$ cat src/sv/tta_ram.sv
`default_nettype none
module tta_ram #(
  parameter int unsigned Width = 8,
  parameter int unsigned Depth = 16
) (
  input  wire logic                     clk_i,
  input  wire logic                     we_i,
  input  wire logic [$clog2(Depth)-1:0] waddr_i,
  input  wire logic [Width-1:0]         wdata_i,
  input  wire logic [$clog2(Depth)-1:0] raddr_i,
  output logic      [Width-1:0]         rdata_o
);

  logic [Width-1:0] mem [Depth];

  // one write port, one registered read port
  always_ff @(posedge clk_i) begin
    if (we_i) begin
      mem[waddr_i] <= wdata_i;
    end
    rdata_o <= mem[raddr_i];
  end

endmodule
`default_nettype wire

$ cat config.mk
export PLATFORM = sky130hd
export DESIGN_NAME = tta_ram
export DESIGN_NICKNAME = d
export VERILOG_FILES = /design/src/sv/tta_ram.sv
export SDC_FILE = /design/constraint.sdc
export NUM_CORES = 1
export LEC_CHECK = 0
export ABC_AREA = 1
export BUFFER_PORTS_ARGS = -buffer_cell sky130_fd_sc_hd__buf_2
export CORE_ASPECT_RATIO = 1.75
export CORE_UTILIZATION = 40
export CTS_BUF_LIST = sky130_fd_sc_hd__clkbuf_16
export CTS_CLUSTER_DIAMETER = 100
export DETAILED_ROUTE_END_ITERATION = 7
export PLACE_DENSITY = 0.59
export SLEW_MARGIN = 20
export SYNTH_ARGS = -nofsm -noshare
export SYNTH_HDL_FRONTEND = slang
export SYNTH_SLANG_ARGS = --single-unit
$ cat constraint.sdc
create_clock -name clk_i -period 1.2 [get_ports clk_i]
set_clock_uncertainty 0.15 [all_clocks]
set_input_delay 0.12 -clock clk_i [delete_from_list [all_inputs] [get_ports clk_i]]
set_output_delay 0.12 -clock clk_i [all_outputs]
set_load 0.01 [all_outputs]
==> flow_metrics.tcl <==
set metrics [dict create \
    ys_ff_latch 136 \
    cpPeakStageDelay_ns 0.34 \
    ys_seq_area_share_pct 69.4 \
    setup.worst_path.start "rdata_o[5]$_DFF_P_" \
    core_mm2 0.0140 \
    endpoint "rdata_o[5]" \
    met1_length_um 4980 \
    synth_area_mm2 0.00577 \
    highest_layer "met4" \
    drive_above_1_share_pct 13.8 \
    die_width_um 92.8 \
    track_usage_pct 18.5 \
    rsz0062_at_grt "no" \
    place_inst 761 \
    n_antenna_cell 0 \
    worstMarginPinSlew_ns 0.350 \
    ys_warn_count 0 \
    cts_sinks 136 \
    synth_largest_area_cell "edfxtp_1" \
    drv_cap 0 \
    initialDrtViolationCount 211 \
    postSynthAreaPerCell_um2 10.5 \
    finalSetupViolations 0 \
    grt_max_degree 46 \
    power.density_mw_per_mm2 1660 \
    fin_area_mm2 0.00697 \
    start_kind "flip-flop" \
    grt_pass1_wl_um 19900 \
    htree_levels 4 \
    root_buffer "clkbuf_16" \
    hold_ws_ns 0.0600 \
    numPortBuffers 25 \
    maxSlewHeadroom_pct 76.6 \
    irDropWorstVdd_mv 0.835 \
    via_per_inst 4.79 \
    fin_util_pct 49.9 \
    tritoncts "built" \
    fin_crit_ns 1.16 \
    stdcell_count 802 \
    area_growth_pct 20.9 \
    cp_data_required_time_ns 0.93 \
    cts-hold-fix-buffers 9 \
    route.final.wire_length_um 12800 \
    syn_nets 569 \
    end_kind "output pin" \
    total_leakage_power_nw 3.04 \
    path_max_fanout 1 \
    cts.path.max_buffers 2 \
    post_dp_cell_area_mm2 0.00625 \
    r2r_slack_ns 0.08 \
    ioPinCount 26 \
    yosysMostFrequentCell "nand2_1" \
    synth_edf_count 128 \
    antenna_found_initial 0 \
    post-cts-setup-buffers 0 \
    hpwlAfterDp_um 8490 \
    num-fill-cells 1297 \
    ant_nets 0 \
    ys_types 12 \
    path_cells "buf_2" \
    dr_wl_met2_um 7020 \
    worst_path_max_delay_cell "dfxtp_1" \
    synthCells 551 \
    cp_num_buf_inv 1 \
    pre_cts_ws_ns -0.184 \
    post_cts_resized 0 \
    die_area_mm2 0.0149 \
    fin_crit_sh_pct 96.8 \
    wl_met3_um 562 \
    dr.pass1.iters 4 \
    arrival_ns 0.89 \
    die_h_um 161 \
    gp_congestion 0.833 \
    synth_top_area_share_pct 66.7 \
    fmax_mhz 861 \
    grt_overflow 0 \
    worstReg2RegStart "mem[11][1]$_DFFE_PP_" \
    vias 3845 \
    cp_top_family "flip-flops" \
    async_reset_ff_share_pct 0 \
    drc 0 \
    crit_cells 1 \
    clk_pin_slew_ns 0.06 \
    fp-row-count 57 \
    start_util_pct 41.3 \
    timing.final.ws_setup_ns 0.0387 \
    synth-main-ff-cell "edfxtp_1" \
    clock_latency_ns 0.42 \
    synth_area_leaders "edfxtp_1, nand2_1, nand3_1" \
    wire_per_inst_um 16.0 \
    status "finished, final reports clean" \
    nets 630 \
    ys_top_cells_by_count "nand2_1, edfxtp_1, inv_1, nand3_1, nor2_1" \
    grt_pass1_vias 3815 \
    r2r-end "rdata_o[1]$_DFF_P_" \
    cts_buffers 17 \
    r2r_cells 6 \
    hold_viol 0 \
    drv_slew 0 \
    hp-class "in -> reg" \
    crit_type "reg -> out" \
]
state kept, by name, summed over array words and instances (netlist names):
register	count
mem	128
rdata_o	8
cell usage in the layout, fill, tap and decap left out:
cell | netlist | routed
nand2_1 | 173 | 173
edfxtp_1 | 128 | 128
inv_1 | 100 | 101
nand3_1 | 97 | 97
buf_4 | 4 | 27
buf_2 | 13 | 25
nor2_1 | 17 | 17
clkbuf_16 | 0 | 17
dlygate4sd3_1 | 0 | 9
dfxtp_1 | 8 | 8
bufinv_16 | 0 | 5
buf_12 | 0 | 5
clkinv_1 | 0 | 4
clkinvlp_4 | 0 | 3
inv_2 | 2 | 2
nand3b_1 | 2 | 2
inv_6 | 0 | 1
clkinv_4 | 0 | 1
where the power goes:
part | leakage, nW | internal (mW) | switching (mW)
clock network | 0.301 | 3.65 | 1.90
registers | 1.22 | 5.31 | 0.0301
logic | 1.52 | 0.245 | 0.460
total | 3.04 | 9.21 | 2.39
cell type report:
type / instances / area [um^2] / area share (%)
clock inverter: 15 / 209 / 3.00
inverter: 102 / 383 / 5.49
clock buffer: 17 / 425 / 6.10
sequential: 136 / 4000 / 57.4
timing repair buffer: 66 / 518 / 7.43
tap: 177 / 221 / 3.18
multi-input combinational: 289 / 1210 / 17.4
logic make-up after synthesis:
group         count (synthesis)  share of synthesized area [%]
buf+inv                     126                           9.52
flops                       136                           69.4
simple gates                289                           21.0
through the flow:
step | power, mW | TNS [ns]
finish | 11.6 | 0
CTS | 11.7 | 0
detailed placement | 6.13 | -6.53
global placement | 6.11 | -3.56
floorplan | 5.82 | -1.33
global route | 12.0 | 0
worst min-delay path by stage:
stage                            start                  end  slack, ns  cells past startpoint
finish                      raddr_i[2]   rdata_o[1]$_DFF_P_       0.06                      5
global route                raddr_i[2]   rdata_o[0]$_DFF_P_       0.08                      5
CTS                         raddr_i[2]   rdata_o[2]$_DFF_P_       0.06                      5
detailed placement  rdata_o[2]$_DFF_P_           rdata_o[2]       0.38                      1
global placement    rdata_o[2]$_DFF_P_           rdata_o[2]       0.38                      1
floorplan                   wdata_i[0]  mem[0][0]$_DFFE_PP_       0.07                      0
metal layers:
metal,track usage (%),up-vias
li1,-,1901
met1,20.5,1830
met2,33.0,102
met3,4.45,12
met4,8.39,0
met5,0,-
Note: power is estimated with default switching activity, not from simulation.
